## src/pbbr_pkg.sv

```systemverilog
// Shared types, codes and constants for the pressure regulator register block.
// Holds the register-file reset table; no dependencies.
package pbbr_pkg;

    localparam int SAMPLE_BITS = 10;
    localparam int DEF_TABLE_LEN = 32;

    localparam logic [2:0] ACT_WRITE_ADDR = 3'd0;
    localparam logic [2:0] ACT_WRITE_DATA = 3'd1;
    localparam logic [2:0] ACT_READ_FIRST = 3'd2;
    localparam logic [2:0] ACT_READ_NEXT  = 3'd3;
    localparam logic [2:0] ACT_TICK       = 3'd4;

    localparam logic [1:0] ST_RELEASE = 2'd0;
    localparam logic [1:0] ST_HOLD    = 2'd1;
    localparam logic [1:0] ST_INFLATE = 2'd2;

    localparam logic [7:0] MODE_AUTO   = 8'd0;
    localparam logic [7:0] MODE_MANUAL = 8'd1;

    localparam logic [7:0] CTL_BASE        = 8'd16;
    localparam logic [7:0] IDX_PRESSURE_HI = 8'd19;

    localparam logic [2:0] CTL_SETPOINT  = 3'd0;
    localparam logic [2:0] CTL_DESIRED   = 3'd2;
    localparam logic [2:0] CTL_PRESS_HI  = 3'd3;
    localparam logic [2:0] CTL_PRESS_LO  = 3'd4;
    localparam logic [2:0] CTL_HALF_BAND = 3'd5;
    localparam logic [2:0] CTL_MODE      = 3'd6;
    localparam logic [2:0] CTL_PONLY     = 3'd7;

    localparam logic [7:0] DEF_TABLE [DEF_TABLE_LEN] = '{
        8'hFF, 8'hEE, 8'hDD, 8'hCC, 8'hBB, 8'hAA, 8'h99, 8'h88,
        8'h77, 8'h66, 8'h55, 8'h44, 8'h33, 8'h22, 8'h11, 8'hFA,
        8'd127, 8'hEA, 8'd1, 8'hCA, 8'hBA, 8'd10, 8'd1, 8'd1,
        8'h01, 8'h02, 8'h03, 8'h04, 8'h05, 8'h06, 8'h07, 8'h08
    };

    typedef struct packed {
        logic [7:0] setpoint;
        logic [7:0] half_band;
        logic [7:0] mode;
        logic [7:0] desired;
        logic [7:0] pressure;
    } t_ctl_in;

    typedef struct packed {
        logic [1:0] state;
        logic       release_drv;
        logic       inflate_drv;
    } t_valve;

    function automatic logic [7:0] def_entry(input logic [7:0] idx);
        logic [7:0] v;
        v = 8'h00;
        if (idx < 8'(DEF_TABLE_LEN)) begin
            v = DEF_TABLE[idx[4:0]];
        end
        return v;
    endfunction

    function automatic t_valve drive(input logic [1:0] st);
        t_valve v;
        v.state = st;
        v.release_drv = (st == ST_RELEASE);
        v.inflate_drv = (st == ST_INFLATE);
        return v;
    endfunction

endpackage

```

## src/pressure_bang_bang_regulator_regs_top.sv

```systemverilog
// Top level of the pressure regulator: bus register file plus valve controller.
// Depends on pbbr_pkg and pbbr_valve.
//
// The block accepts one word per clock while o_ready is high and returns one result word
// for each; each result passes through the registered read port of the register-file
// memory and then the output register, which also lets a new word enter while a result
// waits. Entries 16 to 23 (setpoint, desired state, pressure bytes, half band, mode and
// pressure-only flag) live in flip-flops so that a tick can use them at once; the other
// entries are a memory with one valid bit per entry, so an entry never written reads its
// reset default and no clearing pass is needed after reset.
module pressure_bang_bang_regulator_regs_top #(
    parameter int REGISTER_COUNT = 32
) (
    input  logic                             i_clk,
    input  logic                             i_rst_n,
    input  logic                             i_valid,
    output logic                             o_ready,
    input  logic [2:0]                       i_action,
    input  logic [7:0]                       i_data_byte,
    input  logic [pbbr_pkg::SAMPLE_BITS-1:0] i_pressure_sample,
    output logic                             o_valid,
    input  logic                             i_ready,
    output logic [7:0]                       o_read_data,
    output logic                             o_read_valid,
    output logic                             o_release_valve,
    output logic                             o_inflate_valve,
    output logic [1:0]                       o_valve_state
);
    import pbbr_pkg::*;

    localparam int IW = (REGISTER_COUNT > 1) ? $clog2(REGISTER_COUNT) : 1;

    logic [7:0]          r_ptr;
    logic [7:0]          n_ptr;
    logic                r_expect;
    logic                n_expect;
    t_valve              r_valve;
    t_valve              n_valve;
    t_valve              valve_tick;
    logic [7:0]          r_ctl [8];
    logic [REGISTER_COUNT-1:0] r_vld;
    logic [7:0]          r_mem [REGISTER_COUNT];
    logic [7:0]          r_mem_q;

    logic                r_s1_valid;
    logic                r_s1_rv;
    logic                r_s1_sel_mem;
    logic [7:0]          r_s1_byte;
    t_valve              r_s1_valve;
    logic                n_s1_sel_mem;
    logic [7:0]          n_s1_byte;

    logic                r_out_valid;
    logic [7:0]          r_out_data;
    logic                r_out_rv;
    t_valve              r_out_valve;

    logic                acc;
    logic                s1_move;
    logic                is_rd;
    logic                is_tick;
    logic                do_wr;
    logic                win_w;
    logic                win_r;
    logic                rd_rng;
    logic [7:0]          rp;
    logic [7:0]          p_hi;
    logic [7:0]          p_lo;
    t_ctl_in             ctl;

    assign s1_move = !r_out_valid || i_ready;
    assign o_ready = !r_s1_valid || s1_move;
    assign acc     = i_valid && o_ready;

    assign is_rd   = (i_action == ACT_READ_FIRST) || (i_action == ACT_READ_NEXT);
    assign is_tick = (i_action == ACT_TICK);
    assign rp      = ((i_action == ACT_READ_FIRST) && (r_ctl[CTL_PONLY] != 8'h00))
                     ? IDX_PRESSURE_HI : r_ptr;
    assign rd_rng  = {1'b0, rp} < 9'(REGISTER_COUNT);
    assign win_r   = (rp[7:3] == CTL_BASE[7:3]);
    assign win_w   = (r_ptr[7:3] == CTL_BASE[7:3]);
    assign do_wr   = acc && (i_action == ACT_WRITE_DATA) && !r_expect
                     && ({1'b0, r_ptr} < 9'(REGISTER_COUNT));

    assign p_hi = i_pressure_sample[SAMPLE_BITS-1:SAMPLE_BITS-8];
    assign p_lo = {i_pressure_sample[1:0], 6'b000000};

    assign ctl.setpoint  = r_ctl[CTL_SETPOINT];
    assign ctl.half_band = r_ctl[CTL_HALF_BAND];
    assign ctl.mode      = r_ctl[CTL_MODE];
    assign ctl.desired   = r_ctl[CTL_DESIRED];
    assign ctl.pressure  = p_hi;

    pbbr_valve u_valve (
        .i_ctl  (ctl),
        .i_cur  (r_valve),
        .o_next (valve_tick)
    );

    always_comb begin
        n_ptr    = r_ptr;
        n_expect = r_expect;
        n_valve  = r_valve;
        case (i_action)
            ACT_WRITE_ADDR: begin
                n_expect = 1'b1;
            end
            ACT_WRITE_DATA: begin
                if (r_expect) begin
                    n_ptr    = i_data_byte;
                    n_expect = 1'b0;
                end else if (do_wr) begin
                    n_ptr = (r_ptr == 8'hFF) ? r_ptr : r_ptr + 8'd1;
                end
            end
            ACT_READ_FIRST, ACT_READ_NEXT: begin
                n_ptr = (rp == 8'hFF) ? rp : rp + 8'd1;
            end
            ACT_TICK: begin
                n_valve = valve_tick;
            end
            default: begin
                n_ptr = r_ptr;
            end
        endcase
    end

    always_comb begin
        n_s1_byte    = 8'h00;
        n_s1_sel_mem = 1'b0;
        if (is_rd && rd_rng) begin
            if (win_r) begin
                n_s1_byte = r_ctl[rp[2:0]];
            end else begin
                n_s1_byte    = def_entry(rp);
                n_s1_sel_mem = r_vld[rp[IW-1:0]];
            end
        end
    end

    always_ff @(posedge i_clk) begin
        if (!i_rst_n) begin
            r_ptr    <= 8'h00;
            r_expect <= 1'b1;
            r_valve  <= '0;
            r_vld    <= '0;
            for (int k = 0; k < 8; k++) begin
                r_ctl[k] <= def_entry(CTL_BASE + 8'(k));
            end
        end else if (acc) begin
            r_ptr    <= n_ptr;
            r_expect <= n_expect;
            r_valve  <= n_valve;
            if (do_wr) begin
                r_vld[r_ptr[IW-1:0]] <= 1'b1;
                if (win_w) begin
                    r_ctl[r_ptr[2:0]] <= i_data_byte;
                end
            end
            if (is_tick) begin
                r_ctl[CTL_PRESS_HI] <= p_hi;
                r_ctl[CTL_PRESS_LO] <= p_lo;
            end
        end
    end

    always_ff @(posedge i_clk) begin
        if (do_wr) begin
            r_mem[r_ptr[IW-1:0]] <= i_data_byte;
        end
        if (acc) begin
            r_mem_q <= r_mem[rp[IW-1:0]];
        end
    end

    always_ff @(posedge i_clk) begin
        if (!i_rst_n) begin
            r_s1_valid  <= 1'b0;
            r_out_valid <= 1'b0;
        end else begin
            if (acc) begin
                r_s1_valid <= 1'b1;
            end else if (s1_move) begin
                r_s1_valid <= 1'b0;
            end
            if (s1_move) begin
                r_out_valid <= r_s1_valid;
            end
        end
    end

    always_ff @(posedge i_clk) begin
        if (acc) begin
            r_s1_rv      <= is_rd;
            r_s1_sel_mem <= n_s1_sel_mem;
            r_s1_byte    <= n_s1_byte;
            r_s1_valve   <= n_valve;
        end
        if (s1_move && r_s1_valid) begin
            r_out_data  <= r_s1_sel_mem ? r_mem_q : r_s1_byte;
            r_out_rv    <= r_s1_rv;
            r_out_valve <= r_s1_valve;
        end
    end

    assign o_valid         = r_out_valid;
    assign o_read_data     = r_out_data;
    assign o_read_valid    = r_out_rv;
    assign o_release_valve = r_out_valve.release_drv;
    assign o_inflate_valve = r_out_valve.inflate_drv;
    assign o_valve_state   = r_out_valve.state;

endmodule

```

## src/pbbr_valve.sv

```systemverilog
// Next valve state for one control tick, manual or three-state bang-bang with deadband.
// Depends on pbbr_pkg for the control codes and types.
module pbbr_valve (
    input  pbbr_pkg::t_ctl_in i_ctl,
    input  pbbr_pkg::t_valve  i_cur,
    output pbbr_pkg::t_valve  o_next
);
    import pbbr_pkg::*;

    logic [15:0] sp;
    logic [15:0] hb;
    logic [15:0] p;
    logic [15:0] top;
    logic [15:0] bottom;

    assign sp     = {8'h00, i_ctl.setpoint};
    assign hb     = {8'h00, i_ctl.half_band};
    assign p      = {8'h00, i_ctl.pressure};
    assign top    = sp + hb;
    assign bottom = sp - hb;

    always_comb begin
        o_next = i_cur;
        if (i_ctl.mode == MODE_AUTO) begin
            case (i_cur.state)
                ST_RELEASE: begin
                    o_next = drive((p < sp) ? ST_HOLD : ST_RELEASE);
                end
                ST_HOLD: begin
                    if (p > top) begin
                        o_next = drive(ST_RELEASE);
                    end else if (p < bottom) begin
                        o_next = drive(ST_INFLATE);
                    end else begin
                        o_next = drive(ST_HOLD);
                    end
                end
                ST_INFLATE: begin
                    o_next = drive((p > sp) ? ST_HOLD : ST_INFLATE);
                end
                default: begin
                    o_next = i_cur;
                end
            endcase
        end else if (i_ctl.mode == MODE_MANUAL) begin
            if (i_ctl.desired <= 8'(ST_INFLATE)) begin
                o_next = drive(i_ctl.desired[1:0]);
            end
        end
    end

endmodule
```

## config.mk

```make
export PLATFORM = sky130hd
export DESIGN_NAME = pressure_bang_bang_regulator_regs_top
export DESIGN_NICKNAME = d
export VERILOG_FILES = /design/src/pbbr_pkg.sv /design/src/pressure_bang_bang_regulator_regs_top.sv /design/src/pbbr_valve.sv
export SDC_FILE = /design/constraint.sdc
export NUM_CORES = 1
export LEC_CHECK = 0
export BUFFER_PORTS_ARGS = -buffer_cell sky130_fd_sc_hd__buf_2
export CORE_ASPECT_RATIO = 0.8
export CORE_MARGIN = 5
export CORE_UTILIZATION = 40
export CTS_CLUSTER_SIZE = 30
export DETAILED_ROUTE_END_ITERATION = 6
export PLACE_DENSITY = 0.65
export SYNTH_ARGS = -nofsm -noshare
export SYNTH_HDL_FRONTEND = slang
export SYNTH_SLANG_ARGS = --single-unit
```

## constraint.sdc

```tcl
create_clock -name i_clk -period 3.2 [get_ports i_clk]
set_input_delay 0.64 -clock i_clk [delete_from_list [all_inputs] [get_ports i_clk]]
set_output_delay 0.64 -clock i_clk [all_outputs]
set_load 0.05 [all_outputs]
```

==> summary.md, run 1 <==
| Metric | Value |
|---|---|
| WHS Path Cells | 3 |
| Skew-Pair Late Insertion Delay | 550 ps |
| Vias per inst | 5.69 |
| Detail Route met2 WL | 21.2 mm |
| Period minus WS final | 3320 ps |
| CP Launch Point | r_ctl[5][0]$_SDFFCE_PN0P_ |
| Crit path max-delay family | compound AO/OA/AOI/OAI gates |
| Final instance area | 21200 sq um |
| Placed inst area | 19700 sq um |
| EDFF count, synth | 355 |
| Max layer used | met5 |
| Synth top area cells | edfxtp_1 (59%), mux2i_1 (5.0%), dfxtp_1 (4.4%) |
| RSZ-0062 raised after global routing | true |
| Largest net degree at the start of global routing | 45 |
| Fillers | 3963 |
| CP Class | reg2reg |
| Met3 WL | 5.17 mm |
| CTS root buf | clkbuf_16 |
| Crit-path cells | ha_4 > buf_4 > nor2_1 > o21ai_1 > a21boi_0 > o21ai_1 > a21oi_1 > xnor2_1 > ha_1 > buf_4 > a21oi_1 > a221oi_2 > buf_4 > a211o_1 > a31o_2 |
| Worst reg2reg path depth | 15 |
| DR vias | 12339 |
| Hold crit path type | in2reg |
| Total wire length | 49.5 mm |
| R2r setup slk | -120 ps |
| Worst-path clk slew | 70 ps |
| Syn. warnings | 0 |
| Endpoints failing hold | 0 |
| Slew Limit Fails | 0 |
| Synth unique cells | 73 |
| Starting Density | 40.4% |
| Die X-Extent | 247 microns |
| Layout cells sized above 1 | 19.9% |
| GR Util All Layers | 19.9% |
| Worst Tran Pin Value | 1000 ps |
| First-pass GRT wire length | 74.7 mm |
| Post-synth top flop | edfxtp_1 |
| Fmax | 301 MHz |
| Crit start category | register |
| RR Startpoint | r_ctl[5][0]$_SDFFCE_PN0P_ |
| Area growth, synth to finish | 18.1% |
| Status | finished, violations left |
| DR WL/cell | 22.8 microns |
| Synthesized netlist cell count | 1384 |
| DRC errors left | 0 |
| Router iterations before antenna repair | 7 |
| Netlist area before placement | 17900 sq um |
| Final nets | 1612 |
| Antenna Nets Post-Route | 0 |
| FP Rows | 69 |
| Hold Worst Slack | 365 ps |
| N_diodes | 0 |
| Required @ worst endpoint | 3510 ps |
| Worst Skew | 21.3 ps |
| Most common cell in the netlist | edfxtp_1 |
| PortBufs | 39 |
| Min-Delay Startpoint | i_valid |
| Post-placement cell count | 2091 |
| Worst Path Buf+Inv | 3 |
| Setup-failing EPs final | 8 |
| HPWL Detailed | 33.6 mm |
| Leading area contributor after synthesis | edfxtp_1 |
| Slowest cell on crit path | edfxtp_1 |
| Crit-path max FO | 3 |
| Post-synth top cells | edfxtp_1 (355), nand2_1 (103), nor2_1 (96), mux2i_1 (90), o21ai_0 (86) |
| Global placement routability congestion | 0.946 |
| H-tree depth | 2 |
| Max VDD drop | 0.000362 V |
| M1 WL | 22.1 mm |
| CTS Buf Count | 40 |
| Antenna violations before repair | 4 |
| Data arrival, critical path | 3630 ps |
| Crit share post-route | 104% |
| CP Capture Type | register |
| Leakage | 0.00738 uW |
| Drt initial violations | 1372 |
| Clk sink count | 394 |
| Io pins | 40 |
| Min-Delay Endpoint | r_s1_valid$_SDFFE_PN0P_ |
| Die Ht | 199 microns |
| Post-synth top area share | 59.4% |
| CTS tree | yes |
| Final Core Density | 47.7% |
| Worst slack at placement | -352 ps |
| Most common cell on crit path | buf_4 |
| Power per cell area | 541 nW/um^2 |
| Sequential fraction of the synthesis area | 63.8% |
| Yosys reg bits | 394 |
| Full die area | 49200 sq um |
| Overflow after GRT | 0 |
| Vias in the first global route | 12150 |
| Synth async-reset ratio | 0% |
| Syn_area_per_cell | 13.0 sq um |
| Failing checks | negative setup slack |
| Fin worst setup slack | -121 ps |
| Max-cap violations | 0 |
| Synth Net Count | 1460 |
| Clock Path Buffers | 3 |
| Core area | 44400 sq um |
| R2R Path End | r_s1_valve[2]$_DFFE_PP_ |
| Finished Layout Cells | 2169 |
| Slew headroom | 33.3% |
| CP max stage delay | 500 ps |
==> per-layer routing <==
metal  up-vias  GRT usage (%)
met2       514           29.0
met1      6122           29.4
li1       5617              -
met3        78           5.80
met5         -              0
met4         8           4.73
==> per-stage QoR <==
| stage | total power [uW] | TNS (ps) |
|---|---|---|
| 2_1_floorplan | 6400 | -2800 |
| 3_3_place_gp | 6850 | -824 |
| 3_5_place_dp | 6860 | -1570 |
| 4_1_cts | 11500 | -903 |
| 5_1_grt | 11900 | -1720 |
| 6_report | 11500 | -510 |
==> what timing repair did <==
action,4_1_cts,5_1_grt
buffers inserted,5,1
resized for setup,23,10
hold buffers,0,0
pin swaps,17,13
endpoints found under the setup margin,8,8
==> layout by cell type, fill, tap and decap left out, types with 39 or more instances in the layout <==
cell type / count
buf_4: 142
o21ai_0: 80
clkbuf_16: 40
nor2_1: 96
mux2i_1: 90
nand2_1: 101
o221ai_1: 42
a21oi_1: 50
buf_2: 39
edfxtp_1: 355
o22ai_1: 43
ha_1: 46
==> tightest hold or removal path: cells and delay by family <==
kind | cells | cell delay (ps)
buf+inv | 2 | 150
compound gates | 1 | 70
==> state kept, by name, indices dropped and copies added (netlist names), 2 cells and up <==
register / count
r_valve: 4
r_s1_valve: 4
r_ptr: 8
r_ctl: 64
o_read_data: 8
r_vld: 24
r_mem: 256
r_s1_byte: 8
o_valve_state: 2
r_mem_q: 8
==> how the worst max path moves through the flow <==
stage	end	slack, ps	cells after the start
after floorplan	r_ctl[1][0]$_SDFFCE_PN0P_	-180	8
after global placement	r_valve[0]$_SDFFE_PN0P_	-170	17
after detailed placement	r_valve[0]$_SDFFE_PN0P_	-350	17
after CTS	r_valve[0]$_SDFFE_PN0P_	-170	17
after global routing	r_valve[0]$_SDFFE_PN0P_	-240	17
final	r_s1_valve[2]$_DFFE_PP_	-120	15
==> where the power goes <==
part	switching [uW]	total [uW]	internal (uW)	leakage (uW)
clock network	1960	4660	2700	0.000633
logic	693	1070	380	0.00319
registers	47.1	5730	5680	0.00356
total	2700	11500	8760	0.00738
==> cell type report <==
cell class,count,area [sq um],share of cell area (%)
Clock buffer,50,1070,5.05
Clock inverter,22,231,1.09
Inverter,42,158,0.744
Multi-Input combinational cell,871,6150,29.0
Sequential cell,394,11400,54.0
Tap cell,603,754,3.56
Timing Repair Buffer,187,1370,6.48
==> kinds of logic (layout without fill, tap and decap cells) <==
kind of cell / Yosys count / in the layout / share of synthesized area, %
AOI/OAI and AO/OA: 344 / 344 / 12.8
and+or+nand+nor: 350 / 350 / 9.39
muxes: 108 / 108 / 6.78
buffers and inverters: 119 / 301 / 2.67
DFF: 394 / 394 / 63.8
xor gates and xnor gates: 18 / 18 / 0.879
adders and majority gates: 51 / 51 / 3.64
(Power assumes the default switching activity.)
==> run 2: changes to the inputs <==
--- a/config.mk
+++ b/config.mk
@@ -11,7 +11,6 @@
 export CORE_UTILIZATION = 40
 export CTS_CLUSTER_SIZE = 30
 export DETAILED_ROUTE_END_ITERATION = 6
-export PLACE_DENSITY = 0.65
 export SYNTH_ARGS = -nofsm -noshare
 export SYNTH_HDL_FRONTEND = slang
 export SYNTH_SLANG_ARGS = --single-unit
==> run 2 against run 1 <==
Design area shrank 0.19%. Highest routed layer unchanged. Sequential share of layout area grew 0.10 points. Sequential power is essentially flat. Largest cell class unchanged. Via count grew 0.32%. Combinational power is essentially flat. First-iteration DRC count shrank 5.4%. The flow still finishes with violations (negative setup slack). Critical path depth grew 1. Die area is the same. Critical path type unchanged. Setup slack lost 31 ps. Clock-buffer cell count grew 3.
==> summary.md, run 2 (synthesized netlist as in run 1, its figures left out) <==
| Metric | Value |
|---|---|
| Antenna violations before repair | 2 (-2) |
| Hold Worst Slack | 364 ps (-1.09 ps) |
| CTS tree | yes |
| Worst Skew | 15.9 ps (-5.43 ps) |
| First-pass GRT wire length | 75.1 mm (+0.54%) |
| Skew-Pair Late Insertion Delay | 550 ps (about the same) |
| Io pins | 40 (unchanged) |
| Max VDD drop | 0.000473 V (+31%) |
| Fillers | 3949 (-0.35%) |
| Required @ worst endpoint | 3490 ps (-20 ps) |
| Crit-path max FO | 3 (unchanged) |
| Full die area | 49200 sq um (unchanged) |
| Vias per inst | 5.73 (+0.69%) |
| DRC errors left | 0 (unchanged) |
| Hold_buf cts | 0 (unchanged) |
| Worst slack at placement | -366 ps (-14.2 ps) |
| Internal power | 8770 uW (about the same) |
| Overflow after GRT | 0 (unchanged) |
| WHS Path Cells | 3 (unchanged) |
| H-tree depth | 2 (unchanged) |
| Net Switching | 2690 uW (-0.21%) |
| CP Capture Type | register |
| Largest net degree at the start of global routing | 46 (+2.2%) |
| Status | finished, violations left |
| DR vias | 12378 (+0.32%) |
| Sequential fraction of design power | 50.0% (about the same) |
| Core area | 44400 sq um (unchanged) |
| HPWL Detailed | 34.4 mm (+2.2%) |
| Antenna Nets Post-Route | 0 (unchanged) |
| Hold crit path type | in2reg |
| Final nets | 1605 (-0.43%) |
| Layout cells sized above 1 | 19.5% (-0.40 points) |
| DR WL/cell | 23.5 microns (+2.8%) |
| Worst-path clk slew | 60 ps (about the same) |
| Power per cell area | 542 nW/um^2 (+0.17%) |
| Sw Ratio | 23.5% (-0.045 points) |
| Drt initial violations | 1298 (-5.4%) |
| Router iterations before antenna repair | 6 (-1) |
| Total wire length | 50.7 mm (+2.5%) |
| Crit share post-route | 105% (+0.98 points) |
| PortBufs | 39 (unchanged) |
| Comb power frac | 9.2% (-0.2 points) |
| Clk sink count | 394 (unchanged) |
| GR Util All Layers | 20.3% (+0.40 points) |
| Clock share of power | 40.8% (about the same) |
| Worst Tran Pin Value | 1330 ps (+325 ps) |
| Vias in the first global route | 11788 (-3.0%) |
| RSZ-0062 raised after global routing | true |
| R2r setup slk | -150 ps (-30 ps) |
| Area growth, synth to finish | 17.9% |
| Die Ht | 199 microns (unchanged) |
| Commonest non-fill, non-tap cells in the layout | edfxtp_1 (355), buf_4 (137), nand2_1 (102), nor2_1 (96), mux2i_1 (90) |
| Failing checks | negative setup slack |
| Largest register FFs | 256 (unchanged) |
| Slew headroom | 10.8% (-22 points) |
| R2R Path End | r_s1_valve[2]$_DFFE_PP_ |
| Crit start category | register |
| Period minus WS final | 3350 ps (+31.3 ps) |
| Fin worst setup slack | -152 ps (-31.3 ps) |
| Endpoints failing hold | 0 (unchanged) |
| Max-cap violations | 0 (unchanged) |
| Data arrival, critical path | 3640 ps (about the same) |
| Leakage | 0.00734 uW (-0.47%) |
| Setup-failing EPs final | 7 (-1) |
| FP Rows | 69 (unchanged) |
| RR Startpoint | r_ctl[0][1]$_SDFFCE_PN1P_ |
| Die X-Extent | 247 microns (unchanged) |
| Commonest non-fill, non-tap cell in the layout | edfxtp_1 |
| Clock Path Buffers | 3 (unchanged) |
| Starting Density | 40.4% (unchanged) |
| Slew Limit Fails | 0 (unchanged) |
| Worst reg2reg path depth | 16 (+1) |
| CP Class | reg2reg |
| Fmax | 298 MHz (-0.93%) |
| Min-Delay Startpoint | i_valid |
| Min-Delay Endpoint | r_s1_valid$_SDFFE_PN0P_ |
| CTS Buf Count | 40 (unchanged) |
| CTS root buf | clkbuf_16 |
| Global placement routability congestion | 0.924 (-2.3%) |
==> run 2: cell count changes in the layout (fill, tap and decap cells not counted), moves of 2 or more <==
cell,change
a21oi_1,-2
clkinvlp_4,-2
clkbuf_1,+3
o21ai_1,-2
clkinv_2,-4
a21boi_1,+2
a21boi_0,-2
o41ai_2,-2
buf_4,-5
inv_6,+2
a21oi_2,+2
==> run 2: critical path, cell delays in order, from the launching register on <==
cell and delay (ps):
edfxtp_1 440, ha_4 260, inv_2 60, a21oi_2 40, o21a_1 210, nor2_1 110
o21bai_1 120, a211o_1 280, xnor2_1 140, ha_1 310, nand4_1 130, nor2_1 60
nor2_1 90, o311a_1 250, nor2_1 70, a211o_1 290, a31o_2 250
==> run 2: final cells by class <==
class	count	area, sq um	area share (%)
Sequential cell	394	11400	54.1
Multi-Input combinational cell	871	6190	29.3
Timing Repair Buffer	180	1300	6.17
Clock buffer	53	1090	5.16
Tap cell	603	754	3.57
Clock inverter	17	193	0.912
Inverter	42	158	0.746
Antenna cell	1	2.50	0.0118
==> run 2: stage by stage <==
step | instances | setup TNS, ps | util (%) | total power (uW) | cell area, sq um
floorplan | 1384 | -2800 | - | 6400 | 17900
global placement | 2080 | -1250 | 44.2 | 6840 | 19600
detailed placement | 2080 | -2250 | 44.2 | 6850 | 19600
CTS | 2157 | -717 | 47.4 | 11500 | 21100
global route | 2160 | -1790 | 47.6 | 11800 | 21100
finish | 2161 | -427 | 47.6 | 11500 | 21100
==> run 2: power groups by stage <==
stage | sequential [uW] | clock, uW | combinational (uW)
after floorplan | 5840 | 0 | 555
after global placement | 5830 | 0 | 1000
after detailed placement | 5840 | 0 | 1010
after CTS | 5730 | 4750 | 1030
after global routing | 5730 | 4970 | 1130
final | 5730 | 4670 | 1060
==> run 2: worst max-delay path by stage <==
stage / startpoint / to / slack, ps / cells after the start
floorplan: i_ready / r_ctl[1][0]$_SDFFCE_PN0P_ / -180 / 8
global placement: r_ctl[0][0]$_SDFFCE_PN1P_ / r_s1_valve[0]$_DFFE_PP_ / -220 / 16
detailed placement: r_ctl[0][0]$_SDFFCE_PN1P_ / r_valve[3]$_SDFFE_PN0P_ / -370 / 17
CTS: r_ctl[0][0]$_SDFFCE_PN1P_ / r_valve[0]$_SDFFE_PN0P_ / -120 / 16
global route: r_ctl[0][0]$_SDFFCE_PN1P_ / r_s1_valve[2]$_DFFE_PP_ / -290 / 16
finish: r_ctl[0][1]$_SDFFCE_PN1P_ / r_s1_valve[2]$_DFFE_PP_ / -150 / 16
==> run 2: timing repair <==
action                                  CTS  global route
endpoints found under the setup margin   13            18
pin swaps                                21            20
gates resized for setup                  25            14
buffers inserted                          7             3
==> run 2: per-layer routing <==
| layer | vias up | GRT usage (%) | wire [microns] |
|---|---|---|---|
| li1 | 5615 | - | - |
| met1 | 6156 | 31.5 | 23600 |
| met2 | 517 | 28.4 | 21000 |
| met3 | 88 | 5.14 | 4910 |
| met4 | 2 | 4.96 | 1110 |
| met5 | - | 0 | 13 |
==> run 3: changes to the inputs <==
--- a/config.mk
+++ b/config.mk
@@ -11,6 +11,7 @@
 export CORE_UTILIZATION = 40
 export CTS_CLUSTER_SIZE = 30
 export DETAILED_ROUTE_END_ITERATION = 6
+export RECOVER_POWER = 50
 export SYNTH_ARGS = -nofsm -noshare
 export SYNTH_HDL_FRONTEND = slang
 export SYNTH_SLANG_ARGS = --single-unit
==> run 3 against run 2 <==
The flow finishes with violations (max-capacitance violations, max-slew violations, negative setup slack). Flip-flop and latch count unchanged. Utilization decreased by 0.36 points. Global-route usage did not move. Design area shrank 0.76%. Fmax rose by 0.23%. Register-to-register slack hardly changed. Sequential power about the same. Combinational power barely moved. Critical path depth unchanged. Sequential share of layout area increased by 0.41 points. Clock power about the same. Highest routed layer unchanged.
==> summary.md, run 3 (synthesized netlist as in run 1, its figures left out) <==
| Metric | Value |
|---|---|
| Status | finished, violations left |
| Failing checks | max-capacitance violations, max-slew violations, negative setup slack |
| Total wire length | 50.5 mm (-0.40%) |
| CTS root buf | clkbuf_16 |
| Slew Limit Fails | 200 (+200) |
| Placed inst area | 19600 sq um (unchanged) |
| Required @ worst endpoint | 3490 ps (about the same) |
| Worst Tran Pin Value | 2460 ps (+1130 ps) |
| R2r setup slk | -140 ps (about the same) |
| DRC errors left | 0 (unchanged) |
| Antenna violations before repair | 2 (unchanged) |
| Period minus WS final | 3340 ps (-7.71 ps) |
| Io pins | 40 (unchanged) |
| Worst-path clk slew | 60 ps (about the same) |
| RR Startpoint | r_ctl[0][1]$_SDFFCE_PN1P_ |
| DR vias | 12315 (-0.51%) |
| Commonest non-fill, non-tap cells in the layout | edfxtp_1 (355), buf_4 (108), nand2_1 (103), nor2_1 (96), mux2i_1 (90) |
| Crit share post-route | 105% (-0.24 points) |
| Starting Density | 40.4% (unchanged) |
| Overflow after GRT | 0 (unchanged) |
| Max VDD drop | 0.000472 V (-0.32%) |
| Fin worst setup slack | -145 ps (+7.71 ps) |
| Leakage | 0.00714 uW (-2.8%) |
| Max-cap violations | 6 (+6) |
| CP Class | reg2reg |
| Crit-path max FO | 3 (unchanged) |
| R2R Path End | r_s1_valve[2]$_DFFE_PP_ |
| CTS Buf Count | 40 (unchanged) |
| Final instance area | 21000 sq um (-0.76%) |
| CP Capture Type | register |
| Worst reg2reg path depth | 16 (unchanged) |
| Power per cell area | 545 nW/um^2 (+0.60%) |
| Hold Worst Slack | 357 ps (-6.56 ps) |
| Internal power | 8760 uW (about the same) |
| Hold crit path type | in2reg |
| GR Util All Layers | 20.3% (unchanged) |
| RSZ-0062 raised after global routing | true |
| Net Switching | 2680 uW (-0.45%) |
| Drt initial violations | 1421 (+9.5%) |
| Global placement routability congestion | 0.924 (unchanged) |
| H-tree depth | 2 (unchanged) |
| Min-Delay Endpoint | r_s1_valid$_SDFFE_PN0P_ |
| Largest net degree at the start of global routing | 46 (unchanged) |
| N_diodes | 0 (-1) |
| Worst Skew | 17.2 ps (+1.36 ps) |
| PortBufs | 39 (unchanged) |
| Layout cells sized above 1 | 15.8% (-3.7 points) |
| WHS Path Cells | 3 (unchanged) |
| DR WL/cell | 23.4 microns (-0.35%) |
| Final nets | 1605 (unchanged) |
| Crit start category | register |
| Commonest non-fill, non-tap cell in the layout | edfxtp_1 |
| Fmax | 299 MHz (+0.23%) |
| FP Rows | 69 (unchanged) |
| Comb power frac | 9.1% (about the same) |
| Clk sink count | 394 (unchanged) |
| Router iterations before antenna repair | 5 (-1) |
| Core area | 44400 sq um (unchanged) |
| Sequential fraction of design power | 50.1% (about the same) |
| Setup-failing EPs final | 7 (unchanged) |
| Area growth, synth to finish | 17.0% |
| Largest register FFs | 256 (unchanged) |
| CTS tree | yes |
| Slew headroom | -64.0% (-75 points) |
| Antenna Nets Post-Route | 0 (unchanged) |
| Hold_buf cts | 0 (unchanged) |
| Die X-Extent | 247 microns (unchanged) |
| Clock share of power | 40.8% (about the same) |
| Full die area | 49200 sq um (unchanged) |
| First-pass GRT wire length | 75.1 mm (unchanged) |
| Skew-Pair Late Insertion Delay | 550 ps (about the same) |
| Die Ht | 199 microns (unchanged) |
| Pwr Total | 11400 uW (-0.17%) |
| Endpoints failing hold | 0 (unchanged) |
| HPWL Detailed | 34.4 mm (unchanged) |
| Sw Ratio | 23.4% (-0.066 points) |
| Min-Delay Startpoint | i_valid |
| Vias in the first global route | 11788 (unchanged) |
| Vias per inst | 5.70 (-0.46%) |
| Data arrival, critical path | 3630 ps (about the same) |
| Clock Path Buffers | 3 (unchanged) |
## run 3: changes by cell type in the layout (fill, tap and decap cells not counted), moves of 2 or more
cell / delta
clkbuf_1: +52
buf_4: -29
buf_2: -23
and2_0: +6
and2_1: -6
mux2_1: +2
mux2_2: -2
## run 3: worst max path at each step
stage | startpoint | to | slack [ps] | cells after the start
CTS | r_ctl[0][0]$_SDFFCE_PN1P_ | r_valve[0]$_SDFFE_PN0P_ | -120 | 16
floorplan | i_ready | r_ctl[1][0]$_SDFFCE_PN0P_ | -180 | 8
detailed placement | r_ctl[0][0]$_SDFFCE_PN1P_ | r_valve[3]$_SDFFE_PN0P_ | -370 | 17
global route | r_ctl[0][0]$_SDFFCE_PN1P_ | r_s1_valve[2]$_DFFE_PP_ | -290 | 16
finish | r_ctl[0][1]$_SDFFCE_PN1P_ | r_s1_valve[2]$_DFFE_PP_ | -140 | 16
global placement | r_ctl[0][0]$_SDFFCE_PN1P_ | r_s1_valve[0]$_DFFE_PP_ | -220 | 16
## run 3: worst max-delay path, cell delays in order, from the launching register on
cell	delay (ps)
edfxtp_1	440
ha_4	260
inv_2	60
a21oi_2	40
o21a_1	210
nor2_1	110
o21bai_1	120
a211o_1	280
xnor2_1	140
ha_1	310
nand4_1	130
nor2_1	60
nor2_1	90
o311a_1	250
nor2_1	70
a211o_1	290
a31o_2	250
## run 3: final cells by class
type                    instances  area [sq um]
fillers                      3996         23400
inverters                      42           158
multi-input cells             871          6170
flip-flops and latches        394         11400
repair buffers                180          1170
well taps                     603           754
clock buffers                  53          1090
clock inverters                17           193
## run 3: what timing repair did
item / CTS / global route
endpoints found under the setup margin: 13 / 18
setup buffers: 7 / 3
endpoints found under the hold margin: 0 / 0
pin swaps: 21 / 20
resized for setup: 25 / 14
gates cloned: 0 / 0
## run 3: power by group through the flow
stage / Clock (uW) / Sequential (uW) / Combinational (uW)
final: 4670 / 5730 / 1040
after global routing: 4970 / 5730 / 1120
after CTS: 4750 / 5730 / 1030
after detailed placement: 0 / 5840 / 1010
after global placement: 0 / 5830 / 1000
after floorplan: 0 / 5840 / 555
## run 3: per-stage QoR
stage	worst slack, ps	std cells	util [%]	TNS, ps
after detailed placement	-366	2080	44.2	-2250
after global routing	-287	2160	47.3	-2090
after CTS	-120	2157	47.4	-717
after floorplan	-175	1384	-	-2800
after global placement	-215	2080	44.2	-1250
final	-145	2160	47.3	-407
## run 3: routing by layer
| layer | share of wire [%] | up-vias | global-route usage (%) |
|---|---|---|---|
| met3 | 9.4 | 82 | 5.14 |
| met4 | 2.2 | 4 | 4.96 |
| li1 | - | 5610 | - |
| met2 | 42 | 504 | 28.4 |
| met1 | 47 | 6115 | 31.5 |
| met5 | 0.053 | - | 0 |
